$ cat src/design/swm_pkg.sv
`timescale 1ns / 1ps
`default_nettype none

package swm_pkg;

   localparam int DATA_W = 32;
   localparam int CSR_W  = 5;
   localparam logic [CSR_W-1:0] WINDOW_SIZE_RESET = 5'd3;

   // Running count of cells marked for removal, passed down the cell chain.
   typedef enum logic [1:0] {
      DEL_NONE = 2'd0,
      DEL_ONE  = 2'd1,
      DEL_MANY = 2'd2
   } del_count_type;

   typedef struct packed {
      logic le;     // occupied and value <= incoming sample
      logic mark;   // occupied and aged out of the window
   } cell_flag_type;

   typedef struct packed {
      logic step;     // a sample transfer updates the chain
      logic purge;    // remove the first marked cell, no insertion
      logic restart;  // window is emptied before this sample
   } cell_ctl_type;

endpackage

`default_nettype wire

$ cat src/design/swm_if.sv
`timescale 1ns / 1ps
`default_nettype none

interface swm_req_if;
   logic                              valid;
   logic                              ready;
   logic signed [swm_pkg::DATA_W-1:0] sample;
   logic                              restart;

   modport source (output valid, output sample, output restart, input ready);
   modport sink   (input valid, input sample, input restart, output ready);
endinterface

interface swm_rsp_if;
   logic                              valid;
   logic                              ready;
   logic signed [swm_pkg::DATA_W-1:0] median;

   modport source (output valid, output median, input ready);
   modport sink   (input valid, input median, output ready);
endinterface

`default_nettype wire

$ cat src/design/swm_cell.sv
`timescale 1ns / 1ps
`default_nettype none

module swm_cell #(
   parameter int WINDOW_MAX = 16,
   parameter int INDEX      = 0,
   parameter int KW         = $clog2(WINDOW_MAX + 1),
   parameter int AW         = $clog2(WINDOW_MAX)
) (
   input  logic                              clock,
   input  swm_pkg::cell_ctl_type             ctl,
   input  logic signed [swm_pkg::DATA_W-1:0] sample,
   input  logic [KW-1:0]                     k,
   input  logic [KW-1:0]                     fill,
   input  logic signed [swm_pkg::DATA_W-1:0] left_value,
   input  logic [AW-1:0]                     left_age,
   input  swm_pkg::cell_flag_type            left_flag,
   input  logic signed [swm_pkg::DATA_W-1:0] right_value,
   input  logic [AW-1:0]                     right_age,
   input  swm_pkg::cell_flag_type            right_flag,
   input  swm_pkg::del_count_type            del_in,
   output logic signed [swm_pkg::DATA_W-1:0] value,
   output logic [AW-1:0]                     age,
   output swm_pkg::cell_flag_type            flag,
   output swm_pkg::del_count_type            del_out,
   output logic signed [swm_pkg::DATA_W-1:0] next_value
);
   import swm_pkg::*;

   localparam logic [KW-1:0] INDEX_K = KW'(INDEX);
   localparam bit            FIRST   = (INDEX == 0);

   logic signed [DATA_W-1:0] value_ff, value_in;
   logic [AW-1:0]            age_ff, age_in;

   logic                     occupied;
   logic [KW-1:0]            age_plus;
   logic                     before_prev, before_cur;
   logic signed [DATA_W-1:0] cur_value, prev_value;
   logic [AW-1:0]            cur_age, prev_age;
   logic                     cur_le, prev_le, insert_here;
   logic signed [DATA_W-1:0] step_value;
   logic [AW-1:0]            step_age;

   always_comb begin
      occupied  = INDEX_K < fill;
      age_plus  = KW'(age_ff) + 1'b1;
      flag.le   = occupied && (value_ff <= sample);
      flag.mark = occupied && (age_plus >= k);

      // The first marked cell is the one that leaves; cells past it close the gap.
      before_prev = (del_in == DEL_NONE);
      before_cur  = before_prev && !flag.mark;

      cur_value  = before_cur ? value_ff : right_value;
      cur_age    = before_cur ? age_ff : right_age;
      cur_le     = (before_cur ? flag.le : right_flag.le) && !ctl.restart;
      prev_value = before_prev ? left_value : value_ff;
      prev_age   = before_prev ? left_age : age_ff;
      prev_le    = (before_prev ? left_flag.le : flag.le) && !ctl.restart;
      insert_here = FIRST || prev_le;

      if (cur_le) begin
         step_value = cur_value;
         step_age   = cur_age + 1'b1;
      end else if (insert_here) begin
         step_value = sample;
         step_age   = '0;
      end else begin
         step_value = prev_value;
         step_age   = prev_age + 1'b1;
      end

      value_in = value_ff;
      age_in   = age_ff;
      if (ctl.step) begin
         value_in = step_value;
         age_in   = step_age;
      end else if (ctl.purge) begin
         value_in = cur_value;
         age_in   = cur_age;
      end

      unique case (del_in)
         DEL_NONE: del_out = flag.mark ? DEL_ONE : DEL_NONE;
         DEL_ONE:  del_out = flag.mark ? DEL_MANY : DEL_ONE;
         default:  del_out = DEL_MANY;
      endcase
   end

   always_ff @(posedge clock) begin
      value_ff <= value_in;
      age_ff   <= age_in;
   end

   assign value      = value_ff;
   assign age        = age_ff;
   assign next_value = step_value;

endmodule

`default_nettype wire

$ cat src/design/swm_rsp_fifo.sv
`timescale 1ns / 1ps
`default_nettype none

module swm_rsp_fifo (
   input  logic                              clock,
   input  logic                              reset,
   input  logic                              push,
   input  logic signed [swm_pkg::DATA_W-1:0] push_median,
   output logic                              ready,
   swm_rsp_if.source                         rsp_if
);
   import swm_pkg::*;

   logic                     out_valid_ff, out_valid_in;
   logic signed [DATA_W-1:0] out_data_ff, out_data_in;
   logic                     skid_valid_ff, skid_valid_in;
   logic signed [DATA_W-1:0] skid_data_ff, skid_data_in;
   logic                     pop;

   always_comb begin
      pop           = out_valid_ff && rsp_if.ready;
      out_valid_in  = out_valid_ff;
      out_data_in   = out_data_ff;
      skid_valid_in = skid_valid_ff;
      skid_data_in  = skid_data_ff;
      if (skid_valid_ff) begin
         // no push can arrive while the skid entry is full
         if (pop) begin
            out_data_in   = skid_data_ff;
            skid_valid_in = 1'b0;
         end
      end else if (!out_valid_ff || pop) begin
         out_valid_in = push;
         out_data_in  = push_median;
      end else if (push) begin
         skid_valid_in = 1'b1;
         skid_data_in  = push_median;
      end
   end

   always_ff @(posedge clock) begin
      if (reset) begin
         out_valid_ff  <= 1'b0;
         skid_valid_ff <= 1'b0;
      end else begin
         out_valid_ff  <= out_valid_in;
         skid_valid_ff <= skid_valid_in;
      end
      out_data_ff  <= out_data_in;
      skid_data_ff <= skid_data_in;
   end

   assign ready         = !skid_valid_ff;
   assign rsp_if.valid  = out_valid_ff;
   assign rsp_if.median = out_data_ff;

endmodule

`default_nettype wire

$ cat src/design/sliding_window_median_core.sv
// A result is registered in the result queue on the sample transfer that completes it.
// Throughput: one sample per cycle unless a purge or a full result queue holds req_if;
//   the sorted chain inserts the new sample and drops the oldest in the same cycle.
// After the window is shrunk, each sample beyond the new size is removed by a purge
//   before the next sample is taken; the result queue holds two entries.
// Reset: window size 3, window empty, result queue empty; cell contents are not cleared.
`timescale 1ns / 1ps
`default_nettype none

module sliding_window_median_core #(
   parameter int WINDOW_MAX = 16
) (
   input  logic                       clock,
   input  logic                       reset,
   input  logic                       csr_write_enable,
   input  logic [swm_pkg::CSR_W-1:0]  csr_write_data,
   swm_req_if.sink                    req_if,
   swm_rsp_if.source                  rsp_if
);
   import swm_pkg::*;

   localparam int KW = $clog2(WINDOW_MAX + 1);
   localparam int AW = $clog2(WINDOW_MAX);
   localparam int CW = (KW > CSR_W) ? KW : CSR_W;

   logic [CSR_W-1:0] window_size_ff, window_size_in;
   logic [KW-1:0]    fill_count_ff, fill_count_in;

   logic [CW-1:0]    size_ext, size_sat;
   logic [KW-1:0]    k_eff;
   logic [KW-1:0]    k_less;
   logic [AW-1:0]    median_idx;
   logic [KW-1:0]    fill_next;
   logic             removal, multi, purge, fifo_ready, step, push;
   cell_ctl_type     ctl;

   // Neighbor views, offset by one so both chain ends tie off.
   logic signed [DATA_W-1:0] view_value [WINDOW_MAX+2];
   logic [AW-1:0]            view_age   [WINDOW_MAX+2];
   cell_flag_type            view_flag  [WINDOW_MAX+2];
   del_count_type            del_chain  [WINDOW_MAX+1];
   logic signed [DATA_W-1:0] cell_next  [WINDOW_MAX];

   assign view_value[0]            = '0;
   assign view_age[0]              = '0;
   assign view_flag[0]             = '0;
   assign view_value[WINDOW_MAX+1] = '0;
   assign view_age[WINDOW_MAX+1]   = '0;
   assign view_flag[WINDOW_MAX+1]  = '0;
   assign del_chain[0]             = DEL_NONE;

   for (genvar i = 0; i < WINDOW_MAX; i++) begin : g_cell
      swm_cell #(
         .WINDOW_MAX (WINDOW_MAX),
         .INDEX      (i),
         .KW         (KW),
         .AW         (AW)
      ) u_cell (
         .clock       (clock),
         .ctl         (ctl),
         .sample      (req_if.sample),
         .k           (k_eff),
         .fill        (fill_count_ff),
         .left_value  (view_value[i]),
         .left_age    (view_age[i]),
         .left_flag   (view_flag[i]),
         .right_value (view_value[i+2]),
         .right_age   (view_age[i+2]),
         .right_flag  (view_flag[i+2]),
         .del_in      (del_chain[i]),
         .value       (view_value[i+1]),
         .age         (view_age[i+1]),
         .flag        (view_flag[i+1]),
         .del_out     (del_chain[i+1]),
         .next_value  (cell_next[i])
      );
   end

   always_comb begin
      size_ext = CW'(window_size_ff);
      if (size_ext == '0) begin
         size_sat = CW'(1);
      end else if (size_ext > CW'(WINDOW_MAX)) begin
         size_sat = CW'(WINDOW_MAX);
      end else begin
         size_sat = size_ext;
      end
      k_eff      = size_sat[KW-1:0];
      k_less     = k_eff - 1'b1;
      median_idx = AW'(k_less >> 1);

      removal = (del_chain[WINDOW_MAX] != DEL_NONE);
      multi   = (del_chain[WINDOW_MAX] == DEL_MANY);
      // aged-out samples leave only once the next sample is offered
      purge   = multi && req_if.valid;

      req_if.ready = !multi && fifo_ready;
      step         = req_if.valid && req_if.ready;

      ctl.step    = step;
      ctl.purge   = purge;
      ctl.restart = req_if.restart;

      if (req_if.restart) begin
         fill_next = KW'(1);
      end else if (removal) begin
         fill_next = fill_count_ff;
      end else begin
         fill_next = fill_count_ff + 1'b1;
      end

      fill_count_in = fill_count_ff;
      if (step) begin
         fill_count_in = fill_next;
      end else if (purge) begin
         fill_count_in = fill_count_ff - 1'b1;
      end

      push = step && (fill_next == k_eff);

      window_size_in = csr_write_enable ? csr_write_data : window_size_ff;
   end

   always_ff @(posedge clock) begin
      if (reset) begin
         window_size_ff <= WINDOW_SIZE_RESET;
         fill_count_ff  <= '0;
      end else begin
         window_size_ff <= window_size_in;
         fill_count_ff  <= fill_count_in;
      end
   end

   swm_rsp_fifo u_rsp_fifo (
      .clock       (clock),
      .reset       (reset),
      .push        (push),
      .push_median (cell_next[median_idx]),
      .ready       (fifo_ready),
      .rsp_if      (rsp_if)
   );

   a_restart_fill: assert property (@(posedge clock) disable iff (reset)
      step && req_if.restart |=> fill_count_ff == KW'(1))
      else $error("restart transfer did not leave one sample in the window");

   a_purge_shrinks: assert property (@(posedge clock) disable iff (reset)
      purge |=> (fill_count_ff + 1'b1) == $past(fill_count_ff))
      else $error("purge cycle did not drop exactly one sample");

   a_grow_fill: assert property (@(posedge clock) disable iff (reset)
      step && !req_if.restart && !removal |=> fill_count_ff == $past(fill_count_ff) + 1'b1)
      else $error("window did not grow by one sample");

endmodule

`default_nettype wire

$ cat src/flat_wrapper.sv
// flat-port wrapper written by rule: the top's interface ports become plain ports
module sliding_window_median_core_flat import swm_pkg::*;
#(
   parameter int WINDOW_MAX = 16
)
  (clock, reset, csr_write_enable, csr_write_data, req_if_valid, req_if_sample, req_if_restart, req_if_ready, rsp_if_valid, rsp_if_median, rsp_if_ready);
  swm_req_if req_if_i ();
  swm_rsp_if rsp_if_i ();
  input  logic clock;
  input  logic reset;
  input  logic csr_write_enable;
  input  logic [swm_pkg::CSR_W-1:0] csr_write_data;
  input wire logic [$bits(req_if_i.valid)-1:0] req_if_valid;
  input wire logic [$bits(req_if_i.sample)-1:0] req_if_sample;
  input wire logic [$bits(req_if_i.restart)-1:0] req_if_restart;
  output wire logic [$bits(req_if_i.ready)-1:0] req_if_ready;
  output wire logic [$bits(rsp_if_i.valid)-1:0] rsp_if_valid;
  output wire logic [$bits(rsp_if_i.median)-1:0] rsp_if_median;
  input wire logic [$bits(rsp_if_i.ready)-1:0] rsp_if_ready;
  assign req_if_i.valid = req_if_valid;
  assign req_if_i.sample = req_if_sample;
  assign req_if_i.restart = req_if_restart;
  assign req_if_ready = req_if_i.ready;
  assign rsp_if_valid = rsp_if_i.valid;
  assign rsp_if_median = rsp_if_i.median;
  assign rsp_if_i.ready = rsp_if_ready;
  sliding_window_median_core #(.WINDOW_MAX(WINDOW_MAX)) u_core (.clock(clock), .reset(reset), .csr_write_enable(csr_write_enable), .csr_write_data(csr_write_data), .req_if(req_if_i), .rsp_if(rsp_if_i));
endmodule
$ cat config.mk
export PLATFORM = sky130hd
export DESIGN_NAME = sliding_window_median_core_flat
export DESIGN_NICKNAME = d
export VERILOG_FILES = /design/src/design/swm_pkg.sv /design/src/design/swm_if.sv /design/src/design/swm_cell.sv /design/src/design/swm_rsp_fifo.sv /design/src/design/sliding_window_median_core.sv /design/src/flat_wrapper.sv
export SDC_FILE = /design/constraint.sdc
export NUM_CORES = 2
export LEC_CHECK = 0
export BUFFER_PORTS_ARGS = -buffer_cell sky130_fd_sc_hd__buf_2
export CAP_MARGIN = 25
export CELL_PAD_IN_SITES_DETAIL_PLACEMENT = 0
export CELL_PAD_IN_SITES_GLOBAL_PLACEMENT = 1
export CORE_MARGIN = 5
export CORE_UTILIZATION = 50
export CTS_CLUSTER_SIZE = 25
export DETAILED_ROUTE_END_ITERATION = 10
export PLACE_DENSITY_LB_ADDON = 0.1
export SLEW_MARGIN = 20
export SYNTH_ARGS = -nofsm -noshare
export SYNTH_HDL_FRONTEND = slang
export SYNTH_SLANG_ARGS = --single-unit
export TNS_END_PERCENT = 50
$ cat constraint.sdc
create_clock -name clock -period 25.7 [get_ports clock]
set_input_delay 1.285 -clock clock [delete_from_list [all_inputs] [get_ports clock]]
set_output_delay 1.285 -clock clock [all_outputs]
set_load 0.02 [all_outputs]
### After elaboration in Yosys (flattened, before gate mapping)

Index checks and enable logic that the tools add are counted.

| storage, ports and cells | value |
|---|---|
| flip-flop bits (word level) | 652 |
| input bits | 43 |
| output and inout port bits | 34 |
| word-level logic and storage cells | 565 |

| operators by class | value |
|---|---|
| add/subtract/negate cells | 50 |
| magnitude comparators | 50 |
| eq/ne operators | 18 |
| multiplexer cells | 281 |
| bitwise logic cells | 3 |
| reduce and logical (&&, ||, !) cells | 125 |

Operator list:

| kind | number |
|---|---|
| $mux W32 | 99 |
| $le A32 B32 Y1 | 16 |
| $mux W4 | 94 |
| $bmux W32 S4 | 1 |
| $add A4 B1 Y4 const B | 31 |
| $logic_and A1 B1 Y1 | 83 |
| $add A4 B1 Y5 const B | 16 |
| $ge A5 B5 Y1 | 16 |
| $pmux W2 S2 | 15 |
| $mux W1 | 51 |
| $lt A4 B5 Y1 const A | 8 |
| $eq A2 B1 Y1 const B | 15 |
| $logic_not A2 Y1 | 15 |
| $mux W2 | 15 |
| $mux W5 | 6 |
| $lt A3 B5 Y1 const A | 4 |
| $logic_not A1 Y1 | 19 |
| $lt A1 B5 Y1 const A | 2 |
| $lt A2 B5 Y1 const A | 2 |
| $sub A5 B1 Y5 const B | 2 |
| $reduce_bool A2 Y1 | 3 |
| $add A5 B1 Y5 const B | 1 |
| $eq A5 B5 Y1 | 1 |
| $ge A5 B5 Y1 const B | 1 |
| other kinds (9) | 11 |

### Depth between registers and ports, before layout

| depth | value |
|---|---|
| word-level depth | 44 |
| depth in mapped cells | 29 |
| mapped depth without buffers | 25 |

### Cells and area by module

A second synthesis with hierarchy kept.

| unflattened totals | value |
|---|---|
| cells, all modules | 7,735 |
| area, all modules | 75,451.1 um2 |

Modules (own cells, without submodules):

| module | times used | cells an instance | area each (um2) | sequential area each (um2) |
|---|---|---|---|---|
| sliding_window_median_core | 1 | 409 | 4,860.9 | 200.2 |
| swm_cell at u_core.g_cell[8].u_cell | 1 | 533 | 4,525.6 | 1,081.0 |
| swm_cell at u_core.g_cell[9].u_cell | 1 | 539 | 4,448.0 | 1,081.0 |
| swm_cell at u_core.g_cell[1].u_cell | 1 | 414 | 4,375.4 | 1,081.0 |
| swm_cell at u_core.g_cell[5].u_cell | 1 | 488 | 4,371.7 | 1,081.0 |
| swm_cell at u_core.g_cell[12].u_cell | 1 | 481 | 4,360.4 | 1,081.0 |
| swm_cell at u_core.g_cell[6].u_cell | 1 | 484 | 4,339.2 | 1,081.0 |
| swm_cell at u_core.g_cell[2].u_cell | 1 | 484 | 4,332.9 | 1,081.0 |
| swm_cell at u_core.g_cell[14].u_cell | 1 | 479 | 4,311.6 | 1,081.0 |
| swm_cell at u_core.g_cell[3].u_cell | 1 | 411 | 4,299.1 | 1,081.0 |
| swm_cell at u_core.g_cell[4].u_cell | 1 | 485 | 4,276.6 | 1,081.0 |
| swm_cell at u_core.g_cell[13].u_cell | 1 | 402 | 4,245.3 | 1,081.0 |
| swm_cell at u_core.g_cell[7].u_cell | 1 | 407 | 4,245.3 | 1,081.0 |
| swm_cell at u_core.g_cell[15].u_cell | 1 | 404 | 4,237.8 | 1,081.0 |
| +4 rows | - | - | - | - |

### Worst setup path after synthesis

OpenSTA, ideal clock, no wires.

| path | value |
|---|---|
| path kind | flip-flop to flip-flop |
| start point | register u_core.window_size_ff[4], in the netlist u_core.size_ext[4] |
| end point | register u_core.fill_count_ff[3] |
| setup time | 0.128 ns |
| data arrival time | 22.636 ns |
| data required time | 25.572 ns |
| path slack | 2.936 ns |
| cell stages (with the launch flop) | 26 |
| buffers on the path | 5 |
| clock period less this slack | 22.764 ns |
| path through | dfxtp_1 -> buf_6 -> clkinv_1 -> nand2_1 -> ha_1 -> a21oi_1 -> o21ai_0 -> maj3_1 -> o21ai_1 -> clkbuf_1 -> clkbuf_1 -> ha_1 -> inv_1 -> nand2_1 -> a21oi_1 -> a21boi_4 -> nand4_4 -> buf_4 -> nor4_2 -> o41ai_1 -> a2bb2oi_1 -> o21ai_0 -> o21a_1 -> clkbuf_1 -> o21ai_0 -> a21oi_1 |

| on the way | value |
|---|---|
| cells in the longest elaborated chain, start to end | 41 |
| elaborated cells on any way between the ends | 122 |
| classes of those cells | 17 x order compare; 16 x eq/ne; 51 x mux; 38 x reduce/logical |

RTL lines:

| what | RTL line | source |
|---|---|---|
| start, declared | sliding_window_median_core.sv:26 | `logic [CSR_W-1:0] window_size_ff, window_size_in;` |
| start signal, assigned | sliding_window_median_core.sv:129 | `window_size_ff <= window_size_in;` |
| $gt A5 B5 Y1 | sliding_window_median_core.sv:83 | `end else if (size_ext > CW'(WINDOW_MAX)) begin` |
| $mux W5 | sliding_window_median_core.sv:83 |  |
| $mux W5 * | sliding_window_median_core.sv:81 | `if (size_ext == '0) begin` |
| $ge A5 B5 Y1 | swm_cell.sv:49 | `flag.mark = occupied && (age_plus >= k);` |
| $logic_and A1 B1 Y1 | swm_cell.sv:49 |  |
| $mux W1 | swm_cell.sv:85 | `DEL_NONE: del_out = flag.mark ? DEL_ONE : DEL_NONE;` |
| $eq A2 B1 Y1 / $logic_not A2 Y1 (equally long branches) | swm_cell.sv:84 | `unique case (del_in)` |
| $pmux W2 S2 | swm_cell.sv:84 |  |
| [... 25 more ...] | - |  |
| $pmux W2 S2 | swm_cell.sv:84 |  |
| $eq A2 B1 Y1 / $logic_not A2 Y1 (equally long branches) | swm_cell.sv:84 |  |
| $pmux W2 S2 * | swm_cell.sv:84 |  |
| $eq A2 B2 Y1 | sliding_window_median_core.sv:93 | `multi = (del_chain[WINDOW_MAX] == DEL_MANY);` |
| $logic_not A1 Y1 | sliding_window_median_core.sv:97 | `req_if.ready = !multi && fifo_ready;` |
| $logic_and A1 B1 Y1 | sliding_window_median_core.sv:97 |  |
| $logic_and A1 B1 Y1 | sliding_window_median_core.sv:98 | `step = req_if.valid && req_if.ready;` |
| $mux W5 / $reduce_bool A2 Y1 (equally long branches) | - |  |
| end signal, assigned | sliding_window_median_core.sv:130 | `fill_count_ff <= fill_count_in;` |
| end, declared | sliding_window_median_core.sv:27 | `logic [KW-1:0] fill_count_ff, fill_count_in;` |

Every way passes the cells marked *; elsewhere a longest branch is shown, timed or not.
A chain may end at the register's enable or synchronous reset.

### Final worst setup path

| path | value |
|---|---|
| start point | register u_core.window_size_ff[4], in the netlist u_core.size_ext[4] |
| end point | register u_core.g_cell[5].u_cell.value_ff[0], data pin |

| on the way | value |
|---|---|
| cells in the longest elaborated chain, start to end | 41 |
| elaborated cells on any way between the ends | 128 |
| classes of those cells | 17 x order compare; 16 x eq/ne; 56 x mux; 39 x reduce/logical |

RTL lines:

| what | RTL line | source |
|---|---|---|
| $gt A5 B5 Y1 | sliding_window_median_core.sv:83 |  |
| $mux W5 | sliding_window_median_core.sv:83 |  |
| $mux W5 * | sliding_window_median_core.sv:81 |  |
| $ge A5 B5 Y1 | swm_cell.sv:49 |  |
| $logic_and A1 B1 Y1 | swm_cell.sv:49 |  |
| $mux W1 | swm_cell.sv:85 |  |
| $eq A2 B1 Y1 / $logic_not A2 Y1 (equally long branches) | swm_cell.sv:84 |  |
| $pmux W2 S2 | swm_cell.sv:84 |  |
| [... 26 more ...] | - |  |
| $eq A2 B1 Y1 / $logic_not A2 Y1 (equally long branches) | swm_cell.sv:84 |  |
| $pmux W2 S2 | swm_cell.sv:84 |  |
| $eq A2 B2 Y1 | sliding_window_median_core.sv:93 |  |
| $logic_not A1 Y1 | sliding_window_median_core.sv:97 |  |
| $logic_and A1 B1 Y1 | sliding_window_median_core.sv:97 |  |
| $logic_and A1 B1 Y1 | sliding_window_median_core.sv:98 |  |
| $mux W32 * | swm_cell.sv:76 | `if (ctl.step) begin` |
| net u_core.g_cell[5].u_cell.value_in[0] | swm_cell.sv:33 | `logic signed [DATA_W-1:0] value_ff, value_in;` |
| end signal, assigned | swm_cell.sv:92 | `value_ff <= value_in;` |
| end, declared | swm_cell.sv:33 |  |

The timed path passes the listed nets; every way through them passes the cells marked *. The select of a mux whose other input is x is not followed.

==> metrics.cfg <==
[route]
postRouteAntennaNets = 0
vias = 62200
wl_met3_um = 27800
drt_first_pass_iters = 10
wire_per_inst_um = 30.2
wirelength_um = 270000
dr.max_layer_used = met5
dr_wl_met2_um = 114000
route.detailed.drc = 0
drt_iter0_markers = 7679
viasPerCell = 6.96
met1_length_um = 112000

[sta]
grt_setup_unrepaired = no
fin_crit_sh = 0.375
slew-limit-headroom = 0.213
fin_crit_ps = 9630
max_freq_mhz = 104
maxSlewViolCount = 0
skew_ps = 29.6
setup_violations = 0
setup_tns_ps = 0
worstMarginPinSlew_ps = 1170
hold_violations = 0

[placement]
gp_congestion = 0.970
placed_area_um2 = 66900
io_buffer_count = 76
post-dp-hpwl_um = 201000

[cells_and_area]
fin_area_um2 = 69900
syn2layout_area_growth_pct = 8.22
final_common_cell = a21oi_1
drive_gt1_frac = 0.107
utilization = 0.546
final_cell_mix = a21oi_1 (774), mux2i_1 (723), nand2_1 (702), nor2_1 (656), edfxtp_1 (640)
nets = 7817

[synth]
syn_area_per_cell_um2 = 8.84
synth_warnings = 0
yosysSeqAreaShare = 0.301
netlist_instances = 7309
ys_seq_elements = 652
synth_cell_types = 100
synth_nets = 7991
syn_area_um2 = 64600
synthFlopType = edfxtp_1
synth-edff-count = 640
async_reset_ff_frac = 0

[die]
num_io_pins = 77
die_width_um = 369
dieArea_um2 = 136000
rows = 131
die_y_um = 369
core_area_um2 = 128000
start_util = 0.504

[clocking]
cts_buffers = 89
holdBufCountCts = 0
cts_root_buffer = clkbuf_16
clk_pin_slew_ps = 60
cts_num_sinks = 652
htreeDepth = 3
cts.repair.resized = 0
clk_latency_ps = 740
max-clock-path-buffers = 3
post_cts_buffers = 0
cts_tree = done

[global_routing]
overflow = 0
grt_max_degree = 152
antenna_found_initial = 15
grt_first_pass_wirelength_um = 390000
grt_usage = 0.378
grt_pass1_vias = 58100

[setup_path]
endpoint_kind = flop
arrival_ps = 10150
crit_path_max_fanout = 61
start_kind = flop
worst-setup-path-type = reg2reg
critPathRequiredTime_ps = 26220

[min_path]
min_path_type = reg2reg

[flow_run]
drv_cap = 0

[outcome]
status = finished, final reports clean

==> flip-flops by register name, summed over array words and instances (netlist names) <==
signal	cells
u_core.g_cell.u_cell.value	512
u_core.g_cell.u_cell.age	64
u_core.u_rsp_fifo.rsp_if.median	32
u_core.u_rsp_fifo.skid_data_ff	32
u_core.fill_count_ff	5
u_core.size_ext	5
u_core.u_rsp_fifo.rsp_if.valid	1
u_core.u_rsp_fifo.skid_valid_ff	1
==> per-layer routing <==
layer,vias up,global-route usage
met3,672,0.0874
met2,3323,0.562
li1,27800,-
met4,2,0.183
met5,-,0
met1,30400,0.517
==> cell families after synthesis <==
group | share of synthesized area
multiplexers | 0.153
adder cells (fa/ha/maj) | 0.124
AO/OA/AOI/OAI | 0.234
AND/OR/NAND/NOR | 0.137
XOR/XNOR | 0.00990
buffers and inverters | 0.0405
flip-flops | 0.301
==> metrics by stage <==
| step | hold WS (ps) | instances | worst slack, ps |
|---|---|---|---|
| 2_1_floorplan | 523 | 7309 | 2940 |
| 3_3_place_gp | 529 | 8762 | 16080 |
| 3_5_place_dp | 535 | 8769 | 16120 |
| 4_1_cts | 538 | 8924 | 16080 |
| 5_1_grt | 571 | 8928 | 15460 |
| 6_report | 553 | 8937 | 16070 |
==> worst max-delay path, stage by stage (launching register included) <==
cell and delay [ps]:
dfxtp_1 460, clkinv_1 130, nand2_1 80, buf_4 320, ha_1 320, a21oi_1 120, o21ai_0 100, maj3_1 420
o21ai_4 140, buf_4 580, ha_2 300, buf_4 600, nand2_1 160, a21oi_1 310, a21boi_4 490, nand4_4 120
buf_4 380, nor4_4 340, buf_4 610, o41ai_1 160, a2bb2oi_1 390, o2111a_4 660, buf_4 770, nand2_1 790
o31ai_1 470
==> cells in the mapped netlist, drive strengths merged (95+ instances only) <==
cell	count	area, µm²
a211oi	95	718
a21oi	781	3940
o211ai	146	1100
mux2i	725	7260
o21ai	501	2510
inv	108	405
ha	639	8000
mux2	232	2610
nand3	144	721
buf	134	653
nand2	716	2690
a21o	100	751
edfxtp	640	19200
clkbuf	398	1490
nor2	674	2530
==> layout make-up <==
cell class | count | area (µm²)
tap | 1729 | 2160
timing repair buffer | 267 | 1920
clock inverter | 50 | 574
inverter | 124 | 465
sequential | 652 | 19500
fill | 12000 | 58100
antenna | 9 | 22.5
clock buffer | 105 | 2320
multi-input combinational | 6001 | 43000
==> worst paths after layout <==
kind,start,end,slack (ps),depth (start not counted)
setup / recovery,u_core.size_ext[4],u_core.g_cell[5].u_cell.value[0],16070,24
hold / removal,u_core.u_rsp_fifo.skid_data_ff[5],u_core.u_rsp_fifo.rsp_if.median[5],550,1
setup reg to reg,u_core.size_ext[4],u_core.g_cell[5].u_cell.value[0],16070,24
hold reg to reg,u_core.u_rsp_fifo.skid_data_ff[5],u_core.u_rsp_fifo.rsp_if.median[5],550,1
Power is left out: the tool's default activity adds up to more than one toggle a clock period on the data nets, which glitch-free logic cannot reach.
